===== src/sv/dmt_pkg.sv =====
// ----------------------------------------------------------------------------
// dmt_pkg
// Shared types and constants for the differential Manchester OOK tone
// transmitter.
// ----------------------------------------------------------------------------
package dmt_pkg;

  localparam int unsigned HalfW   = 20;
  localparam int unsigned CyclesW = 10;
  localparam int unsigned SilentW = 24;
  localparam int unsigned TickW   = 24;
  localparam int unsigned HalvesW = 11;
  localparam int unsigned CountW  = 16;
  localparam int unsigned CfgIdxW = 2;
  localparam int unsigned CfgW    = 24;

  localparam logic [HalfW-1:0]   HALF_RESET   = 20'd16949;
  localparam logic [CyclesW-1:0] CYCLES_RESET = 10'd59;
  localparam logic [SilentW-1:0] SILENT_RESET = 24'd1000000;

  typedef enum logic [CfgIdxW-1:0] {
    REG_HALF_PERIOD = 2'd0,
    REG_TONE_CYCLES = 2'd1,
    REG_SILENT      = 2'd2
  } cfg_reg_t;

  typedef struct packed {
    logic [HalfW-1:0]   half_period_ticks;
    logic [CyclesW-1:0] tone_cycles;
    logic [SilentW-1:0] silent_ticks;
  } cfg_t;

  typedef struct packed {
    logic              pin_level;
    logic              bit_taken;
    logic [CountW-1:0] bit_count;
    logic              current_bit;
    logic [CountW-1:0] symbol_count;
    logic              symbol_level;
  } result_t;

endpackage


===== src/sv/dmt_core.sv =====
// ----------------------------------------------------------------------------
// dmt_core
// Symbol sequencer state and the single-tick update: bit start, pin level,
// span counters and symbol end.
// ----------------------------------------------------------------------------
module dmt_core import dmt_pkg::*; (
  input  logic    clk,
  input  logic    rst,
  input  logic    step,
  input  logic    data_bit,
  input  cfg_t    cfg,
  output result_t res
);

  logic              polarity, polarity_next;
  logic              second_half, second_half_next;
  logic              in_symbol, in_symbol_next;
  logic [TickW-1:0]  tick_counter, tick_counter_next;
  logic [HalvesW-1:0] half_counter, half_counter_next;
  logic [CountW-1:0] bits_started, bits_started_next;
  logic [CountW-1:0] symbols_started, symbols_started_next;
  logic              held_bit, held_bit_next;

  logic               start;
  logic               pol_eff;
  logic               sec_eff;
  logic [TickW-1:0]   tick_eff, tick_inc;
  logic [HalvesW-1:0] half_eff, half_inc, halves;
  logic [HalfW-1:0]   hp;
  logic [SilentW-1:0] st;
  logic [CyclesW-1:0] tc;
  logic               span_end, sym_end;

  always_comb begin
    start   = !in_symbol;
    pol_eff = (start && !data_bit) ? !polarity : polarity;
    held_bit_next     = start ? data_bit : held_bit;
    bits_started_next = start ? bits_started + 1'b1 : bits_started;
    sec_eff  = start ? 1'b0 : second_half;
    tick_eff = start ? '0 : tick_counter;
    half_eff = start ? '0 : half_counter;

    // zero-valued registers count as one
    hp = (cfg.half_period_ticks == '0) ? HalfW'(1) : cfg.half_period_ticks;
    tc = (cfg.tone_cycles == '0) ? CyclesW'(1) : cfg.tone_cycles;
    st = (cfg.silent_ticks == '0) ? SilentW'(1) : cfg.silent_ticks;
    halves = {tc, 1'b0};

    tick_inc = tick_eff + 1'b1;
    half_inc = half_eff + 1'b1;
    if (pol_eff) begin
      span_end = tick_inc >= TickW'(hp);
      sym_end  = span_end && (half_inc >= halves);
    end else begin
      span_end = tick_inc >= st;
      sym_end  = span_end;
    end

    tick_counter_next = span_end ? '0 : tick_inc;
    if (sym_end) begin
      half_counter_next = '0;
    end else if (pol_eff && span_end) begin
      half_counter_next = half_inc;
    end else begin
      half_counter_next = half_eff;
    end

    polarity_next        = pol_eff;
    second_half_next     = sec_eff;
    in_symbol_next       = 1'b1;
    symbols_started_next = symbols_started;
    if (sym_end) begin
      if (!sec_eff) begin
        second_half_next     = 1'b1;
        polarity_next        = !pol_eff;
        symbols_started_next = symbols_started + 1'b1;
      end else begin
        second_half_next = 1'b0;
        in_symbol_next   = 1'b0;
      end
    end

    res.pin_level    = pol_eff & ~half_eff[0];
    res.bit_taken    = start;
    res.bit_count    = bits_started_next;
    res.current_bit  = held_bit_next;
    res.symbol_count = symbols_started;
    res.symbol_level = pol_eff;
  end

  always_ff @(posedge clk) begin
    if (rst) begin
      polarity        <= 1'b0;
      second_half     <= 1'b0;
      in_symbol       <= 1'b0;
      tick_counter    <= '0;
      half_counter    <= '0;
      bits_started    <= '0;
      symbols_started <= '0;
      held_bit        <= 1'b0;
    end else if (step) begin
      polarity        <= polarity_next;
      second_half     <= second_half_next;
      in_symbol       <= in_symbol_next;
      tick_counter    <= tick_counter_next;
      half_counter    <= half_counter_next;
      bits_started    <= bits_started_next;
      symbols_started <= symbols_started_next;
      held_bit        <= held_bit_next;
    end
  end

endmodule


===== src/sv/diff_manchester_ook_tone_tx.sv =====
// ----------------------------------------------------------------------------
// diff_manchester_ook_tone_tx
// Differential Manchester transmitter with on-off keyed tone symbols; one
// input transfer per tick, one result transfer per tick.
// ----------------------------------------------------------------------------
//  channel  | handshake            | payload
//  ---------+----------------------+---------------------------------------
//  in       | in_valid / in_stall  | data_bit
//  out      | out_valid / out_stall| pin_level, bit_taken, bit_count,
//           |                      | current_bit, symbol_count, symbol_level
//  cfg      | cfg_valid / cfg_ready| cfg_index, cfg_data
//
// One tick per cycle while in_stall is low: the state update and the result are
// computed combinationally and the result lands in the output register.
// in_stall is high only while the output register is full and stalled.
// cfg_ready is always high; writes take effect on the next tick.
// Reset clears the sequencer and reloads the register defaults.
// ----------------------------------------------------------------------------
module diff_manchester_ook_tone_tx import dmt_pkg::*; (
  input  logic               clk,
  input  logic               rst,
  input  logic               in_valid,
  output logic               in_stall,
  input  logic               data_bit,
  output logic               out_valid,
  input  logic               out_stall,
  output logic               pin_level,
  output logic               bit_taken,
  output logic [CountW-1:0]  bit_count,
  output logic               current_bit,
  output logic [CountW-1:0]  symbol_count,
  output logic               symbol_level,
  input  logic               cfg_valid,
  output logic               cfg_ready,
  input  logic [CfgIdxW-1:0] cfg_index,
  input  logic [CfgW-1:0]    cfg_data
);

  cfg_t    cfg;
  result_t res;
  result_t res_q;
  logic    step;

  assign cfg_ready = 1'b1;
  assign in_stall  = out_valid && out_stall;
  assign step      = in_valid && !in_stall;

  always_ff @(posedge clk) begin
    if (rst) begin
      cfg.half_period_ticks <= HALF_RESET;
      cfg.tone_cycles       <= CYCLES_RESET;
      cfg.silent_ticks      <= SILENT_RESET;
    end else if (cfg_valid && cfg_ready) begin
      unique case (cfg_index)
        REG_HALF_PERIOD: cfg.half_period_ticks <= cfg_data[HalfW-1:0];
        REG_TONE_CYCLES: cfg.tone_cycles       <= cfg_data[CyclesW-1:0];
        REG_SILENT:      cfg.silent_ticks      <= cfg_data[SilentW-1:0];
        default: ;
      endcase
    end
  end

  dmt_core u_core (
    .clk      (clk),
    .rst      (rst),
    .step     (step),
    .data_bit (data_bit),
    .cfg      (cfg),
    .res      (res)
  );

  always_ff @(posedge clk) begin
    if (rst) begin
      out_valid <= 1'b0;
    end else if (!in_stall) begin
      out_valid <= in_valid;
    end
  end

  always_ff @(posedge clk) begin
    if (step) begin
      res_q <= res;
    end
  end

  assign pin_level    = res_q.pin_level;
  assign bit_taken    = res_q.bit_taken;
  assign bit_count    = res_q.bit_count;
  assign current_bit  = res_q.current_bit;
  assign symbol_count = res_q.symbol_count;
  assign symbol_level = res_q.symbol_level;

  a_accept_gives_result: assert property (@(posedge clk) disable iff (rst)
    step |=> out_valid)
    else $error("accepted tick produced no result");

  a_pin_only_in_tone: assert property (@(posedge clk) disable iff (rst)
    out_valid && pin_level |-> symbol_level)
    else $error("pin high during silent symbol");

  a_stall_holds: assert property (@(posedge clk) disable iff (rst)
    out_valid && out_stall |=> out_valid && $stable(bit_count) && $stable(symbol_count))
    else $error("stalled result changed");

  a_taken_counts: assert property (@(posedge clk) disable iff (rst)
    step && res.bit_taken |=> bit_count != $past(u_core.bits_started))
    else $error("bit start did not advance bit count");

endmodule


===== config.mk =====
export PLATFORM = sky130hd
export DESIGN_NAME = diff_manchester_ook_tone_tx
export DESIGN_NICKNAME = d
export VERILOG_FILES = /design/src/sv/dmt_pkg.sv /design/src/sv/dmt_core.sv /design/src/sv/diff_manchester_ook_tone_tx.sv
export SDC_FILE = /design/constraint.sdc
export NUM_CORES = 1
export LEC_CHECK = 0
export ABC_AREA = 1
export ABC_CLOCK_PERIOD_IN_PS = 5500
export BUFFER_PORTS_ARGS = -buffer_cell sky130_fd_sc_hd__buf_4
export CAP_MARGIN = 40
export CORE_ASPECT_RATIO = 1.25
export CORE_MARGIN = 2
export CORE_UTILIZATION = 35
export CTS_CLUSTER_SIZE = 20
export DETAILED_ROUTE_END_ITERATION = 8
export PLACE_DENSITY = 0.49
export SYNTH_ARGS = -nofsm -noshare
export SYNTH_HDL_FRONTEND = slang
export SYNTH_HIERARCHICAL = 1
export SYNTH_SLANG_ARGS = --single-unit

===== constraint.sdc =====
create_clock -name clk -period 5.5 [get_ports clk]
set_input_delay 1.1 -clock clk [delete_from_list [all_inputs] [get_ports clk]]
set_output_delay 1.1 -clock clk [all_outputs]
set_load 0.01 [all_outputs]

# == Word level (Yosys, flattened, before mapping) ==
# Cells that the tools add are included.
# word_totals
input_bits,32
register_bits,162
# op_classes
n_addsub,4
reduce_logical,18
bitwise_logic,3
n_mux,19
magnitude_cmp,3
n_eq_ne,2
# op_table
op,count
$mux 24,3
$mux 11,3
$add 16x1->16 const B,2
$add 24x1->24 const B,1
$ge 24x20->1,1
$ge 24x24->1,1
$logic_not 24->1,1
$logic_not 20->1,1
$mux 20,1
$mux 16,1
$add 11x1->11 const B,1
$ge 11x11->1,1
$logic_not 10->1,1
$mux 1,10
$mux 10,1
$reduce_and 2->1,3
$logic_and 1x1->1,5
$logic_not 1->1,5
$reduce_and 3->1,1
$eq 2x1->1 const B,1
$eq 2x2->1 const B,1
$logic_not 2->1,1
$not 1->1,2
$and 1x1->1,1

# == Logic depth before layout (Yosys ltp) ==
# logic_depth
ltp_word,7
mapped_depth,28
depth_no_buf,25

# == Modules after synthesis ==
# Netlist, hierarchy kept.
# by_module_without_submodules
module,seq_area_each_um2,cells_each,n_inst,area_each_um2
dmt_core,1421.4,1001,1,6153.4
diff_manchester_ook_tone_tx,2182.1,359,1,3349.5

# == Worst setup path after synthesis ==
# OpenSTA, ideal clock, no wires.
# synth_path
path_kind,input port to flip-flop
startpoint,input out_stall
endpoint,register u_core.symbols_started[10]
setup_ns,0.070
path_stages,9
slack_ns,1.200
n_path_buf,2
t_arrival_ns,4.229
required_ns,5.430
cell_sequence,nand2_1 inv_1 nor2_1 clkbuf_1 clkinv_1 nor2_1 clkbuf_1 nand3_1 a21oi_1
# synth_between
elab_chain_len,4
# synth_rtl
item,line_no,text
"start, declared",diff_manchester_ook_tone_tx.sv:26,"input logic out_stall,"
$logic_and 1x1->1,diff_manchester_ook_tone_tx.sv:45,assign in_stall = out_valid && out_stall;
named net in_stall,diff_manchester_ook_tone_tx.sv:23,"output logic in_stall,"
$logic_not 1->1,--,
$logic_and 1x1->1,diff_manchester_ook_tone_tx.sv:46,assign step = in_valid && !in_stall;
named net step,diff_manchester_ook_tone_tx.sv:42,logic step;
$reduce_and 3->1 (no source line),--,
"end signal, assigned",dmt_core.sv:108,symbols_started <= symbols_started_next;
"end, declared",dmt_core.sv:21,"logic [CountW-1:0] symbols_started, symbols_started_next;"
# The timed path passes the listed nets, and every way through them passes these cells.
# A chain may end at the register's enable or synchronous reset.

# == Final worst setup path ==
# layout_path
startpoint,register u_core.in_symbol
endpoint,register u_core.tick_counter[21]
# layout_between
elab_chain_len,5
word_cells_on_any_way,9
classes_between,add/sub: 1; order compare: 2; mux: 4; reduce/logical: 2
# layout_rtl
item,line_no,text
"start, declared",dmt_core.sv:17,"logic in_symbol, in_symbol_next;"
"start signal, assigned",dmt_core.sv:104,in_symbol <= in_symbol_next;
$mux 24 or $logic_not 1->1 (tied branches),"dmt_core.sv:40, dmt_core.sv:35",
$add 24x1->24 or $logic_and 1x1->1 (tied branches),"dmt_core.sv:49, dmt_core.sv:36",
$ge 24x24->1 (tied with other cells),dmt_core.sv:55,span_end = tick_inc >= st;
$mux 1,dmt_core.sv:51,if (pol_eff) begin
$mux 24 (*),dmt_core.sv:59,tick_counter_next = span_end ? '0 : tick_inc;
"end signal, assigned",dmt_core.sv:105,tick_counter <= tick_counter_next;
"end, declared",dmt_core.sv:18,"logic [TickW-1:0] tick_counter, tick_counter_next;"
# Every way passes the cells marked *; elsewhere a longest branch is shown, timed or not.

==> impl_metrics.toml <==
[outcome]
status = "complete, no violations"

[finish]
multi_input_area_um2 = 4770
antenna_cells = 0
areaGrowthSynthToFinish_pct = 14.2
drive_gt1_share_pct = 9.28
final_nets = 1485
register_area_um2 = 3600
fillers = 2876
finalInstanceArea_um2 = 10900

[global_route]
grt-ovfl-total = 0
antenna_found_initial = 0
grt_pass1_vias = 7854
grt_pass1_wl_mm = 38.9
grt.total_usage_pct = 17.0
grt_max_degree = 66

[clocking]
clk_latency_ns = 0.44
cts_setup_buffers = 0
cts_tree = "yes"
h-tree-depth = 4
cts.clk_slew.worst_paths_ns = 0.07
clock-sinks = 162
cts_buffers = 17
cts-root-buf = "clkbuf_16"
cts_buffer_depth = 2
cts-hold-fix-buffers = 0
cts_resized = 0

[setup_path]
end_kind = "register"
cp.arrival_ns = 5.15
endpoint = "u_core/tick_counter[21]$_SDFFE_PP0P_"
required_ns = 5.85
r2r_start = "u_core/in_symbol$_SDFFE_PP0P_"
reg2reg_depth = 19
r2r-end = "u_core/tick_counter[21]$_SDFFE_PP0P_"
cp_max_fo = 42
path_class = "register to register"
rrSetupSlack_ns = 0.70
worstSetupStartpoint = "u_core/in_symbol$_SDFFE_PP0P_"
critPathLaunchType = "register"

[timing]
setup_tns_ns = 0
rsz0062_at_grt = "false"
setup_viol = 0
min_period_ns = 4.80
max_freq_mhz = 209
maxSlewViolCount = 0
fin_skew_ns = 0.0147
tightestPinTransition_ns = 0.814
finalCritPeriodShare_pct = 87.2
hold_viol = 0
relSlewSlack_pct = 45.7

[hold_path]
worstHoldPathType = "register to register"
hp-start = "cfg[9]$_SDFFE_PP1P_"

[pwr]
pwr-share-clk_pct = 43.7
cellPowerDensity_nw_per_um2 = 258
ir_worst_vdd_uv = 216
swShare_pct = 27.8
power_leakage_nw = 5.09
switchingPower_uw = 781
p_int_mw = 2.02
combPwrFrac_pct = 9.9
pwr-share-seq_pct = 46.4

[drt]
post_drt_wl_per_cell_um = 13.2
vias = 8237
firstDrtPassIters = 5
vias_per_cell = 4.69
routed_wl_mm = 23.1
drt_iter0_drc = 335
antenna_left = 0
route.detailed.drc = 0

[floorplanning]
chipWidth_um = 151
dieArea_um2 = 28500
die_y_um = 188
io_pins = 71
initial_core_util_pct = 35.5
core_um2 = 26700
row_count = 67

[yosys]
synth_area_leaders = "dfxtp_1 (27%), nand2_1 (11%), edfxtp_1 (11%)"
synth_common_cells = "nand2_1 (291), inv_1 (218), nor2_1 (180)"
yosys.cell_types.count = 40
synth_area_um2 = 9500
ys_warn_count = 6
synth.most_common_cell = "nand2_1"
synth_edf_count = 36
synth_top_area_cell = "dfxtp_1"
synth_area_per_cell_um2 = 6.99
syn_inst = 1360
yosysTopAreaCellShare_pct = 26.5
ys.flop_type = "dfxtp_1"
ys_seq_area_share_pct = 37.9
ys_seq_elements = 162
syn_nets = 1447
async_flop_share_pct = 0

[place]
gp_congestion = 0.848
portBuffers = 69
detailedPlacementHpwl_mm = 16.4
place_area_um2 = 10200

[run]
drv_cap = 0
==> cells in the final DEF, fill, tap and decap left out, types with 5 or more instances in the layout <==
cell       count
xnor2_1       16
clkbuf_16     17
nor2_2         5
ha_1          55
a21oi_1       84
nor4_1        10
edfxtp_1      36
nand2_1      291
nand3_2        5
buf_4         74
dfxtp_1      125
nor2_1       179
xor2_1        35
nand4_1       32
inv_1        218
nor3_1        10
o21ai_0       24
nand3_1      147
==> layer usage <==
metal  GRT usage, %  part of all wire, %  up-vias
met5              0                    0        -
met4           5.46                  1.7        0
met3           3.03                  3.2       30
met2           27.9                   47      126
met1           22.5                   48     3687
li1               -                    -     4394
==> worst max-delay path: stages, from the launching register on <==
cell and delay [ns]:
dfxtp_2 0.57, buf_4 0.45, nand2_1 0.15, nor2_1 0.15
nand2_1 0.08, nor2_2 0.21, nand4_1 0.19, nor4_1 0.36
xor2_1 0.20, inv_1 0.10, ha_1 0.32, a21oi_1 0.14
nor2_1 0.06, nor2_1 0.14, nand3_2 0.31, nand2_1 0.45
nand2_1 0.12, inv_2 0.37, nand3_1 0.15, a21oi_1 0.14
==> logic make-up (layout without fill, tap and decap cells) <==
group	Yosys count	in the layout	synth area share, %
AND/OR/NAND/NOR	687	687	31.2
flip-flops	162	162	37.9
other	1	1	0.0395
adder cells (fa/ha/maj)	55	55	7.24
XOR/XNOR	51	51	4.70
AO/OA/AOI/OAI	123	123	6.90
buffers and inverters	281	332	12.0
==> worst min-delay path by stage <==
| stage | slack [ns] | cells after the start | endpoint |
|---|---|---|---|
| floorplan | 0.43 | 2 | cfg[14]$_SDFFE_PP1P_ |
| global placement | 0.44 | 2 | cfg[43]$_SDFFE_PP1P_ |
| detailed placement | 0.44 | 2 | cfg[9]$_SDFFE_PP1P_ |
| CTS | 0.46 | 2 | cfg[9]$_SDFFE_PP1P_ |
| global route | 0.49 | 2 | cfg[14]$_SDFFE_PP1P_ |
| finish | 0.46 | 2 | cfg[9]$_SDFFE_PP1P_ |
==> state kept, by name (all words and copies together), names as in the netlist <==
signal                  cells
bit_count                  16
bit_taken                   1
cfg                        54
current_bit                 1
out_valid                   1
pin_level                   1
symbol_count               16
symbol_level                1
u_core/bits_started        16
u_core/half_counter        11
u_core/held_bit             1
u_core/in_symbol            1
u_core/polarity             1
u_core/second_half          1
u_core/symbols_started     16
u_core/tick_counter        24
==> stage by stage <==
step                setup WS, ns  util (%)  hold WS, ns  instances  total power [mW]
floorplan                   1.20         -        0.429       1360              1.51
global placement           0.894      38.1        0.438       1722              1.61
detailed placement         0.746      38.3        0.443       1724              1.61
CTS                        0.699      40.6        0.461       1756              2.85
global route               0.284      40.6        0.493       1756              2.94
finish                     0.704      40.6        0.459       1756              2.80
==> cell type report <==
type                       instances  area share (%)
timing repair buffer              76            5.49
clock inverter                    15            1.71
sequential                       162            33.2
clock buffer                      17            3.92
inverter                         224            7.77
multi-input combinational        917            43.9
tap                              345            3.98
==> power groups by stage <==
stage | sequential, mW | combinational, mW | clock [mW]
after floorplan | 1.33 | 0.181 | 0
after global placement | 1.33 | 0.278 | 0
after detailed placement | 1.33 | 0.283 | 0
after CTS | 1.30 | 0.284 | 1.27
after global routing | 1.31 | 0.321 | 1.32
final | 1.30 | 0.278 | 1.23
Note: power is estimated with default switching activity, not from simulation.
